File: src/rtl/ahct_pkg.sv
// ----------------------------------------------------------------------------
// ahct_pkg
// Shared types and constants of the aging hash cache table: command and
// status codes, slot marks, the stored entry and the controller/datapath link.
// ----------------------------------------------------------------------------
package ahct_pkg;

  typedef enum logic [2:0] {
    CMD_TICK   = 3'd0,
    CMD_LOOKUP = 3'd1,
    CMD_INSERT = 3'd2,
    CMD_REMOVE = 3'd3,
    CMD_CLEAR  = 3'd4,
    CMD_EVICT  = 3'd5
  } cmd_e;

  typedef enum logic [2:0] {
    ST_DONE      = 3'd0,
    ST_HIT       = 3'd1,
    ST_INSERTED  = 3'd2,
    ST_NOT_FOUND = 3'd3,
    ST_FULL      = 3'd4
  } status_e;

  typedef enum logic [1:0] {
    MARK_EMPTY    = 2'd0,
    MARK_OCCUPIED = 2'd1,
    MARK_DELETED  = 2'd2
  } mark_e;

  typedef struct packed {
    mark_e       mark;
    logic [63:0] key;
    logic [63:0] used;
  } entry_t;

  localparam logic [63:0] HASH_MUL1  = 64'hff51afd7ed558ccd;
  localparam logic [63:0] HASH_MUL2  = 64'hc4ceb9fe1a85ec53;
  localparam int unsigned HASH_SHIFT = 33;

  localparam logic [8:0]  ENTRY_LIMIT_RST = 9'd256;
  localparam logic [8:0]  ENTRY_LIMIT_DEF = 9'd256;
  localparam logic [15:0] AGE_LIMIT_RST   = 16'd120;

  localparam logic CFG_ENTRY_LIMIT = 1'b0;
  localparam logic CFG_AGE_LIMIT   = 1'b1;

  typedef struct packed {
    logic load_in;
    logic frame_inc;
    logic hash_start;
    logic idx_zero;
    logic idx_home;
    logic idx_step;
    logic age_ins;
    logic wr_clr;
    logic wr_touch;
    logic wr_del_cur;
    logic wr_ins;
    logic wr_del_pick;
    logic live_clr;
    logic set_nf;
    logic set_full;
    logic old_init;
    logic old_upd;
    logic out_load;
  } dp_cmd_t;

  typedef struct packed {
    logic hash_done;
    logic is_empty;
    logic is_occ;
    logic key_match;
    logic aged;
    logic older;
    logic idx_last;
    logic cnt_last;
    logic at_limit;
    logic over_limit;
    logic pick_vld;
    logic out_free;
  } dp_stat_t;

endpackage

File: src/rtl/ahct_ctrl.sv
// ----------------------------------------------------------------------------
// ahct_ctrl
// Command sequencer: probes, insert, eviction scans and the clearing pass.
// ----------------------------------------------------------------------------
module ahct_ctrl (
  input  logic               clk_i,
  input  logic               rst_ni,
  input  logic               in_valid_i,
  output logic               in_ready_o,
  input  logic [2:0]         command_i,
  input  ahct_pkg::dp_stat_t stat_i,
  output ahct_pkg::dp_cmd_t  cmd_o
);
  import ahct_pkg::*;

  typedef enum logic [13:0] {
    S_IDLE = 14'b00000000000001,
    S_CLR  = 14'b00000000000010,
    S_HASH = 14'b00000000000100,
    S_FRD  = 14'b00000000001000,
    S_FCHK = 14'b00000000010000,
    S_IRD  = 14'b00000000100000,
    S_ICHK = 14'b00000001000000,
    S_ARD  = 14'b00000010000000,
    S_ACHK = 14'b00000100000000,
    S_EVL  = 14'b00001000000000,
    S_BRD  = 14'b00010000000000,
    S_BCHK = 14'b00100000000000,
    S_BDEL = 14'b01000000000000,
    S_FIN  = 14'b10000000000000
  } state_e;

  state_e     state_q, state_d;
  logic [2:0] cmd_q, cmd_d;
  logic       boot_q, boot_d;
  dp_cmd_t    c;
  state_e     ret_state;

  assign in_ready_o = (state_q == S_IDLE);
  assign cmd_o      = c;

  // Where an eviction pass ends: an insert goes on to its probe.
  assign ret_state = (cmd_q == CMD_INSERT) ? S_IRD : S_FIN;

  always_comb begin
    c       = '0;
    state_d = state_q;
    cmd_d   = cmd_q;
    boot_d  = boot_q;
    case (state_q)
      S_IDLE: begin
        if (in_valid_i) begin
          c.load_in = 1'b1;
          cmd_d     = command_i;
          case (command_i)
            CMD_TICK: begin
              c.frame_inc = 1'b1;
              state_d     = S_FIN;
            end
            CMD_LOOKUP, CMD_INSERT, CMD_REMOVE: begin
              c.hash_start = 1'b1;
              state_d      = S_HASH;
            end
            CMD_CLEAR: begin
              c.idx_zero = 1'b1;
              state_d    = S_CLR;
            end
            CMD_EVICT: begin
              c.idx_zero = 1'b1;
              state_d    = S_ARD;
            end
            default: state_d = S_FIN;
          endcase
        end
      end
      S_CLR: begin
        c.wr_clr   = 1'b1;
        c.idx_step = 1'b1;
        if (stat_i.idx_last) begin
          c.live_clr = 1'b1;
          boot_d     = 1'b0;
          state_d    = boot_q ? S_IDLE : S_FIN;
        end
      end
      S_HASH: begin
        if (stat_i.hash_done) begin
          c.idx_home = 1'b1;
          state_d    = S_FRD;
        end
      end
      S_FRD: state_d = S_FCHK;
      S_FCHK: begin
        if (stat_i.is_occ && stat_i.key_match) begin
          if (cmd_q == CMD_REMOVE) begin
            c.wr_del_cur = 1'b1;
          end else begin
            c.wr_touch = 1'b1;
          end
          state_d = S_FIN;
        end else if (stat_i.is_empty || stat_i.cnt_last) begin
          if (cmd_q == CMD_INSERT) begin
            if (stat_i.at_limit) begin
              c.age_ins  = 1'b1;
              c.idx_zero = 1'b1;
              state_d    = S_ARD;
            end else begin
              c.idx_home = 1'b1;
              state_d    = S_IRD;
            end
          end else begin
            c.set_nf = 1'b1;
            state_d  = S_FIN;
          end
        end else begin
          c.idx_step = 1'b1;
          state_d    = S_FRD;
        end
      end
      S_IRD: state_d = S_ICHK;
      S_ICHK: begin
        if (!stat_i.is_occ) begin
          c.wr_ins = 1'b1;
          state_d  = S_FIN;
        end else if (stat_i.cnt_last) begin
          c.set_full = 1'b1;
          state_d    = S_FIN;
        end else begin
          c.idx_step = 1'b1;
          state_d    = S_IRD;
        end
      end
      S_ARD: state_d = S_ACHK;
      S_ACHK: begin
        c.wr_del_cur = stat_i.is_occ && stat_i.aged;
        if (stat_i.idx_last) begin
          state_d = S_EVL;
        end else begin
          c.idx_step = 1'b1;
          state_d    = S_ARD;
        end
      end
      S_EVL: begin
        if (stat_i.over_limit) begin
          c.idx_zero = 1'b1;
          c.old_init = 1'b1;
          state_d    = S_BRD;
        end else begin
          c.idx_home = (cmd_q == CMD_INSERT);
          state_d    = ret_state;
        end
      end
      S_BRD: state_d = S_BCHK;
      S_BCHK: begin
        c.old_upd = stat_i.is_occ && stat_i.older;
        if (stat_i.idx_last) begin
          state_d = S_BDEL;
        end else begin
          c.idx_step = 1'b1;
          state_d    = S_BRD;
        end
      end
      S_BDEL: begin
        if (stat_i.pick_vld) begin
          c.wr_del_pick = 1'b1;
          state_d       = S_EVL;
        end else begin
          c.idx_home = (cmd_q == CMD_INSERT);
          state_d    = ret_state;
        end
      end
      S_FIN: begin
        if (stat_i.out_free) begin
          c.out_load = 1'b1;
          state_d    = S_IDLE;
        end
      end
      default: state_d = S_IDLE;
    endcase
  end

  always_ff @(posedge clk_i or negedge rst_ni) begin
    if (!rst_ni) begin
      state_q <= S_CLR;
      cmd_q   <= CMD_TICK;
      boot_q  <= 1'b1;
    end else begin
      state_q <= state_d;
      cmd_q   <= cmd_d;
      boot_q  <= boot_d;
    end
  end

endmodule

File: config.mk
export PLATFORM = sky130hd
export DESIGN_NAME = ahct_ctrl
export DESIGN_NICKNAME = d
export VERILOG_FILES = /design/src/rtl/ahct_pkg.sv /design/src/rtl/ahct_ctrl.sv
export SDC_FILE = /design/constraint.sdc
export NUM_CORES = 1
export LEC_CHECK = 0
export ABC_AREA = 1
export BUFFER_PORTS_ARGS = -buffer_cell sky130_fd_sc_hd__buf_4
export CAP_MARGIN = 20
export CORE_ASPECT_RATIO = 1.25
export CORE_MARGIN = 2
export CORE_UTILIZATION = 47
export DETAILED_ROUTE_END_ITERATION = 10
export HOLD_SLACK_MARGIN = 0.15
export PLACE_DENSITY = 0.74
export SLEW_MARGIN = 20
export SYNTH_ARGS = -nofsm -noshare
export SYNTH_HDL_FRONTEND = slang
export SYNTH_SLANG_ARGS = --single-unit
File: constraint.sdc
create_clock -name clk_i -period 1.4 [get_ports clk_i]
set_input_delay 0.07 -clock clk_i [delete_from_list [all_inputs] [get_ports clk_i]]
set_output_delay 0.07 -clock clk_i [all_outputs]
set_load 0.05 [all_outputs]
==> impl_metrics.prom, run 1 <==
# TYPE chip_impl_metric gauge
chip_impl_metric{name="yosys.area_share.xor_xnor",unit="%"} 0
chip_impl_metric{name="synthesis.area_per_instance",unit="µm²"} 6.66
chip_impl_info{name="clk_root_buffer_cell",value="sky130_fd_sc_hd__clkbuf_4"} 1
chip_impl_info{name="toolErrorMsg",value="[ERROR DPL-0033] detailed placement checks failed during check placement."} 1
chip_impl_metric{name="cts.sink_count",unit=""} 18
chip_impl_metric{name="numPortBuffers",unit=""} 36
chip_impl_metric{name="ys_seq_area_share",unit="%"} 32.6
chip_impl_metric{name="ctsResizeCount",unit=""} 66
chip_impl_metric{name="cts_buffers",unit=""} 3
chip_impl_metric{name="starting_utilization_of_the_core_area",unit="%"} 48.1
chip_impl_metric{name="pin_count",unit=""} 37
chip_impl_metric{name="synth_simple_gate_area_share",unit="%"} 46.8
chip_impl_metric{name="die_x",unit="µm"} 52.7
chip_impl_metric{name="synth.top_cell.area_share",unit="%"} 28.8
chip_impl_metric{name="yosys_warnings",unit=""} 0
chip_impl_metric{name="cts_hold_buffers",unit=""} 8
chip_impl_metric{name="synth_compound_gate_area_share",unit="%"} 9.53
chip_impl_info{name="combinational_family_with_the_most_area_after_synthesis",value="simple AND/OR/NAND/NOR gates"} 1
chip_impl_metric{name="clock_path_buffers",unit=""} 2
chip_impl_metric{name="postSynthCellCount",unit=""} 209
chip_impl_metric{name="chipHeight",unit="µm"} 64.8
chip_impl_info{name="result_of_the_run",value="did not finish"} 1
chip_impl_metric{name="synth_nets",unit=""} 227
chip_impl_metric{name="synthesis.area",unit="µm²"} 1390
chip_impl_metric{name="muxShareOfSynthArea",unit="%"} 0
chip_impl_metric{name="clock_tree.htree_level_count",unit=""} 1
chip_impl_metric{name="placementRows",unit=""} 22
chip_impl_metric{name="cts_setup_buffers",unit=""} 14
chip_impl_metric{name="synth_adder_area_share",unit="%"} 0
chip_impl_metric{name="number_of_distinct_library_cell_variants_in_the_gate_level_netlist_after_synthesis",unit=""} 29
chip_impl_metric{name="gp_congestion",unit=""} 0.889
chip_impl_info{name="yosys-top-cells-area",value="sky130_fd_sc_hd__dfrtp_1 (29%), sky130_fd_sc_hd__nor2_1 (11%), sky130_fd_sc_hd__nand2_1 (10%), sky130_fd_sc_hd__inv_1 (8.9%), sky130_fd_sc_hd__nand3_1 (4.7%)"} 1
chip_impl_info{name="failed_stage",value="clock tree synthesis (4_1_cts)"} 1
chip_impl_info{name="synth.largest_area_cell",value="sky130_fd_sc_hd__dfrtp_1"} 1
chip_impl_metric{name="synth_seq_cells",unit=""} 18
chip_impl_metric{name="dp.final_hpwl",unit="µm"} 3670
==> Yosys cell counts <==
cell type,number
sky130_fd_sc_hd__o21ai_2,2
sky130_fd_sc_hd__a21oi_1,2
sky130_fd_sc_hd__nor2_4,2
sky130_fd_sc_hd__nor4_1,3
sky130_fd_sc_hd__nand2_2,7
sky130_fd_sc_hd__o31ai_1,1
sky130_fd_sc_hd__clkinv_2,1
sky130_fd_sc_hd__a22oi_1,1
sky130_fd_sc_hd__o21ai_1,5
sky130_fd_sc_hd__dfrtp_1,16
sky130_fd_sc_hd__inv_1,33
sky130_fd_sc_hd__nand3_1,13
sky130_fd_sc_hd__nand3_2,1
sky130_fd_sc_hd__inv_2,4
sky130_fd_sc_hd__dfstp_2,2
sky130_fd_sc_hd__o211ai_1,1
sky130_fd_sc_hd__nor2_1,40
sky130_fd_sc_hd__nor2_8,1
sky130_fd_sc_hd__nand2_1,37
sky130_fd_sc_hd__or2_1,1
sky130_fd_sc_hd__a21oi_2,1
sky130_fd_sc_hd__o21ai_0,6
sky130_fd_sc_hd__o22ai_1,3
sky130_fd_sc_hd__nor2_2,10
sky130_fd_sc_hd__nand2_4,5
sky130_fd_sc_hd__nand3b_1,1
sky130_fd_sc_hd__buf_6,1
sky130_fd_sc_hd__nand4_1,3
sky130_fd_sc_hd__nor3_1,6
==> stage by stage <==
step | setup slack [ns] | cells | area [µm²] | hold slack (ns)
detailed placement | -0.328 | 336 | 2320 | -0.0428
global placement | -0.269 | 336 | 2320 | -0.0419
floorplan | -0.328 | 209 | 1590 | -0.226
==> cell families after synthesis <==
group                  after synthesis
buffers and inverters               39
DFF                                 18
and+or+nand+nor                    130
AOI/OAI and AO/OA                   22
==> inputs of run 2 (changes only) <==
CORE_AREA = 2 2 63 65   (was unset)
CORE_ASPECT_RATIO = unset   (was 1.25)
CORE_MARGIN = unset   (was 2)
CORE_UTILIZATION = unset   (was 47)
DIE_AREA = 0 0 65 67   (was unset)
HOLD_SLACK_MARGIN = unset   (was 0.15)
PLACE_DENSITY = unset   (was 0.74)
PLACE_DENSITY_LB_ADDON = 0.15   (was unset)
clock period = 1.8 ns   (was 1.4 ns; I/O delays follow)
==> impl_metrics.prom, run 2 <==
# TYPE chip_impl_metric gauge
chip_impl_info{name="result_of_the_run",value="finished, violations left"} 1
chip_impl_info{name="violations",value="negative setup slack"} 1
chip_impl_metric{name="vdd_ir_drop_max",unit="V"} 0.000689
chip_impl_info{name="top_registers",value="state_q: 14 flops, cmd_q: 3 flops, boot_q: 1 flops"} 1
chip_impl_info{name="combinational_family_with_the_most_area_after_synthesis",value="simple AND/OR/NAND/NOR gates"} 1
chip_impl_metric{name="grt_use_total",unit="%"} 20.2
chip_impl_metric{name="power_frac_clock",unit="%"} 13.8
chip_impl_metric{name="fmaxAchievable",unit="GHz"} 0.510
chip_impl_metric{name="fp.coreArea",unit="µm²"} 3610
chip_impl_metric{name="worst-slew-pin-transition",unit="ns"} 0.451
chip_impl_metric{name="drtIter0Drc",unit=""} 43
chip_impl_metric{name="synth_seq_cells",unit=""} 18
chip_impl_metric{name="ys_seq_area_share",unit="%"} 32.6
chip_impl_metric{name="synth_compound_gate_area_share",unit="%"} 9.53
chip_impl_metric{name="grt_max_degree",unit=""} 19
chip_impl_info{name="synth_ff_type",value="sky130_fd_sc_hd__dfrtp_1"} 1
chip_impl_metric{name="timing.critical_path.required",unit="ns"} 1.71
chip_impl_metric{name="cp.buffers_inverters",unit=""} 3
chip_impl_metric{name="internal_power",unit="mW"} 1.27
chip_impl_metric{name="overall_overflow_remaining_after_global_route",unit=""} 0
chip_impl_metric{name="dieArea",unit="µm²"} 4360
chip_impl_metric{name="routed-via-count",unit=""} 1535
chip_impl_metric{name="synth_simple_gate_area_share",unit="%"} 46.8
chip_impl_metric{name="final_setup_margin",unit="ns"} -0.161
chip_impl_metric{name="drt-wirelength-per-cell",unit="µm"} 13.0
chip_impl_metric{name="holdPathStages",unit=""} 2
chip_impl_metric{name="drv_slew",unit=""} 0
chip_impl_metric{name="path_max_fanout",unit=""} 4
chip_impl_info{name="critical_path.most_common_cell",value="sky130_fd_sc_hd__nor2_4"} 1
chip_impl_metric{name="synth_nets",unit=""} 227
chip_impl_metric{name="worst-path-stages",unit=""} 10
chip_impl_metric{name="placementRows",unit=""} 22
chip_impl_metric{name="yosys.area_share.xor_xnor",unit="%"} 0
chip_impl_metric{name="layout-area-overhead-vs-synth",unit="%"} 61.0
chip_impl_metric{name="switching_power",unit="mW"} 1.29
chip_impl_metric{name="clk_lat_worst_skew",unit="ns"} 0.26
chip_impl_metric{name="grt_antenna_before_repair",unit=""} 0
chip_impl_metric{name="pin_count",unit=""} 37
chip_impl_info{name="most-common-layout-cells",value="sky130_fd_sc_hd__buf_4 (41), sky130_fd_sc_hd__nand2_1 (34), sky130_fd_sc_hd__inv_1 (32)"} 1
chip_impl_info{name="worst_hold_class",value="in2reg"} 1
chip_impl_metric{name="chipHeight",unit="µm"} 67
chip_impl_metric{name="number_of_distinct_library_cell_variants_in_the_gate_level_netlist_after_synthesis",unit=""} 29
chip_impl_metric{name="drt_pre_antenna_iters",unit=""} 4
chip_impl_metric{name="routed_wl",unit="µm"} 4150
chip_impl_metric{name="synth_adder_area_share",unit="%"} 0
chip_impl_metric{name="final_hold_viol_count",unit=""} 0
chip_impl_info{name="yosysMostFrequentCell",value="sky130_fd_sc_hd__nor2_1"} 1
chip_impl_metric{name="starting_utilization_of_the_core_area",unit="%"} 38.6
chip_impl_info{name="setup.worst_path.end_class",value="primary output"} 1
chip_impl_metric{name="pwr-share-seq",unit="%"} 21.2
chip_impl_info{name="netlist_top_cells_count",value="sky130_fd_sc_hd__nor2_1 (40), sky130_fd_sc_hd__nand2_1 (37), sky130_fd_sc_hd__inv_1 (33)"} 1
chip_impl_metric{name="clock_path_buffers",unit=""} 2
chip_impl_metric{name="die_x",unit="µm"} 65
chip_impl_metric{name="asyncSetResetFlopFracSynth",unit="%"} 100
chip_impl_metric{name="dp.final_hpwl",unit="µm"} 3040
chip_impl_metric{name="synthesis.area",unit="µm²"} 1390
chip_impl_metric{name="finalNetCount",unit=""} 290
chip_impl_info{name="mostFrequentLayoutCell",value="sky130_fd_sc_hd__buf_4"} 1
chip_impl_metric{name="sw_frac_of_total",unit="%"} 50.3
chip_impl_info{name="crit_family",value="simple AND/OR/NAND/NOR gates"} 1
chip_impl_metric{name="cp_slowest_stage_delay",unit="ns"} 0.40
chip_impl_info{name="critical_path.cell_chain",value="nor2_2 > nand2_2 > nor2_4 > buf_12 > nand2_8 > nor2_4 > buf_4 > a22oi_2 > o21ai_2 > buf_6"} 1
chip_impl_metric{name="cts_buffers",unit=""} 3
chip_impl_info{name="largest-register",value="state_q"} 1
chip_impl_info{name="crit_path_start_kind",value="flop"} 1
chip_impl_metric{name="whs",unit="ns"} 0.0278
chip_impl_metric{name="flip_flop_count_of_the_largest_register_all_copies_and_words_added",unit=""} 14
chip_impl_info{name="timing.setup.critical_path_class",value="reg2out"} 1
chip_impl_metric{name="vias_per_cell",unit=""} 4.81
chip_impl_metric{name="muxShareOfSynthArea",unit="%"} 0
chip_impl_metric{name="fin_tns_setup",unit="ns"} -0.636
chip_impl_info{name="clk_root_buffer_cell",value="sky130_fd_sc_hd__clkbuf_8"} 1
chip_impl_metric{name="synthesis.area_per_instance",unit="µm²"} 6.66
chip_impl_metric{name="timing.final.crit_period",unit="ns"} 1.96
chip_impl_metric{name="grt_pass1_vias",unit=""} 1494
chip_impl_metric{name="arrival",unit="ns"} 1.87
chip_impl_info{name="synth.largest_area_cell",value="sky130_fd_sc_hd__dfrtp_1"} 1
chip_impl_metric{name="slew_headroom",unit="%"} 69.7
chip_impl_metric{name="fillers",unit=""} 345
chip_impl_metric{name="grt_first_pass_wirelength",unit="µm"} 6750
chip_impl_info{name="yosys-top-cells-area",value="sky130_fd_sc_hd__dfrtp_1 (29%), sky130_fd_sc_hd__nor2_1 (11%), sky130_fd_sc_hd__nand2_1 (10%), sky130_fd_sc_hd__inv_1 (8.9%), sky130_fd_sc_hd__nand3_1 (4.7%)"} 1
chip_impl_metric{name="cts.sink_count",unit=""} 18
chip_impl_metric{name="yosys_warnings",unit=""} 0
chip_impl_metric{name="cellPowerDensity",unit="nW/µm²"} 1140
chip_impl_metric{name="gp_congestion",unit=""} 0.903
chip_impl_metric{name="setup_viol",unit=""} 12
chip_impl_metric{name="clk_pin_slew",unit="ns"} 0.08
chip_impl_metric{name="share_comb_of_total_power",unit="%"} 65.0
chip_impl_metric{name="detail_route.drc_violations",unit=""} 0
chip_impl_metric{name="share_of_cells_above_drive_strength_1",unit="%"} 46.1
chip_impl_metric{name="numPortBuffers",unit=""} 36
chip_impl_metric{name="synth-edff-count",unit=""} 0
chip_impl_metric{name="final.setup_skew",unit="ns"} 0.00654
chip_impl_metric{name="antenna_violating_nets_post_route",unit=""} 0
chip_impl_metric{name="antennaDiodeCount",unit=""} 0
chip_impl_info{name="rsz0062_at_grt",value="yes"} 1
chip_impl_metric{name="power.leakage",unit="nW"} 1.18
chip_impl_metric{name="timing.final.crit_share",unit="%"} 109
chip_impl_info{name="slowest_cell_on_crit_path",value="sky130_fd_sc_hd__dfrtp_1"} 1
chip_impl_metric{name="rr_worst_depth",unit=""} 11
chip_impl_info{name="cts_tree",value="yes"} 1
chip_impl_metric{name="cap_viol_max_count",unit=""} 0
chip_impl_metric{name="synth.top_cell.area_share",unit="%"} 28.8
chip_impl_metric{name="postSynthCellCount",unit=""} 209
chip_impl_metric{name="clock_tree.htree_level_count",unit=""} 1
run 2: logic make-up after synthesis:
family / after synthesis
simple gates: 130
compound gates: 22
buf+inv: 39
flops: 18
run 2: final timing paths:
| path | startpoint | endpoint | slack [ns] |
|---|---|---|---|
| worst min register to register | boot_q$_DFFE_PN1P_ | boot_q$_DFFE_PN1P_ | 0.50 |
| worst max-delay path | state_q[8]$_DFFE_PN0P_ | cmd_o[13] | -0.16 |
| worst min-delay path | stat_i[5] | state_q[1]$_DFFE_PN1P_ | 0.03 |
| min in group asynchronous | rst_ni | state_q[9]$_DFFE_PN0P_ | 0.24 |
| worst max register to register | state_q[8]$_DFFE_PN0P_ | state_q[13]$_DFFE_PN0P_ | -0.02 |
| max in group asynchronous | rst_ni | state_q[1]$_DFFE_PN1P_ | 1.28 |
run 2: stage by stage:
| stage | setup WS, ns | instances | utilization [%] | area (µm²) | power (mW) |
|---|---|---|---|---|---|
| 3_3_place_gp | -0.0671 | 295 | 49.6 | 1790 | 1.90 |
| 5_1_grt | -0.266 | 319 | 62.1 | 2240 | 2.75 |
| 2_1_floorplan | -0.364 | 209 | - | 1440 | 1.54 |
| 4_1_cts | -0.133 | 310 | 56.5 | 2040 | 2.39 |
| 6_report | -0.161 | 319 | 62.1 | 2240 | 2.56 |
| 3_5_place_dp | -0.0523 | 295 | 49.6 | 1790 | 1.91 |
run 2: per-layer routing:
layer  vias up  part of all wire, %  routed length, µm  global-route usage, %
met4         0                  1.4                 59                   7.45
met5         -                    0                  0                      0
met1       714                   43               1790                   25.3
li1        780                    -                  -                      -
met3         7                  3.9                161                   2.36
met2        34                   52               2140                   35.6
run 2: layout make-up:
| class | instances | area, µm² | share of cell area (%) |
|---|---|---|---|
| timing repair buffer | 59 | 533 | 23.8 |
| inverter | 38 | 146 | 6.54 |
| sequential | 18 | 453 | 20.2 |
| tap | 48 | 60.1 | 2.68 |
| multi-input combinational | 152 | 992 | 44.3 |
| clock buffer | 4 | 55.1 | 2.46 |
run 2: repair_timing:
item,in CTS,in global routing
gates cloned,0,0
setup endpoints to repair,8,19
hold buffers,1,0
setup buffers,10,9
pin swaps,4,13
endpoints found under the hold margin,18,0
resized for setup,27,32
run 2: power by group through the flow:
stage | registers, mW | logic [mW] | clock network [mW]
global placement | 0.537 | 1.36 | 0
finish | 0.544 | 1.67 | 0.353
floorplan | 0.529 | 1.01 | 0
detailed placement | 0.539 | 1.37 | 0
global route | 0.554 | 1.82 | 0.369
CTS | 0.542 | 1.50 | 0.348
Power figures use the tool's default switching activity.
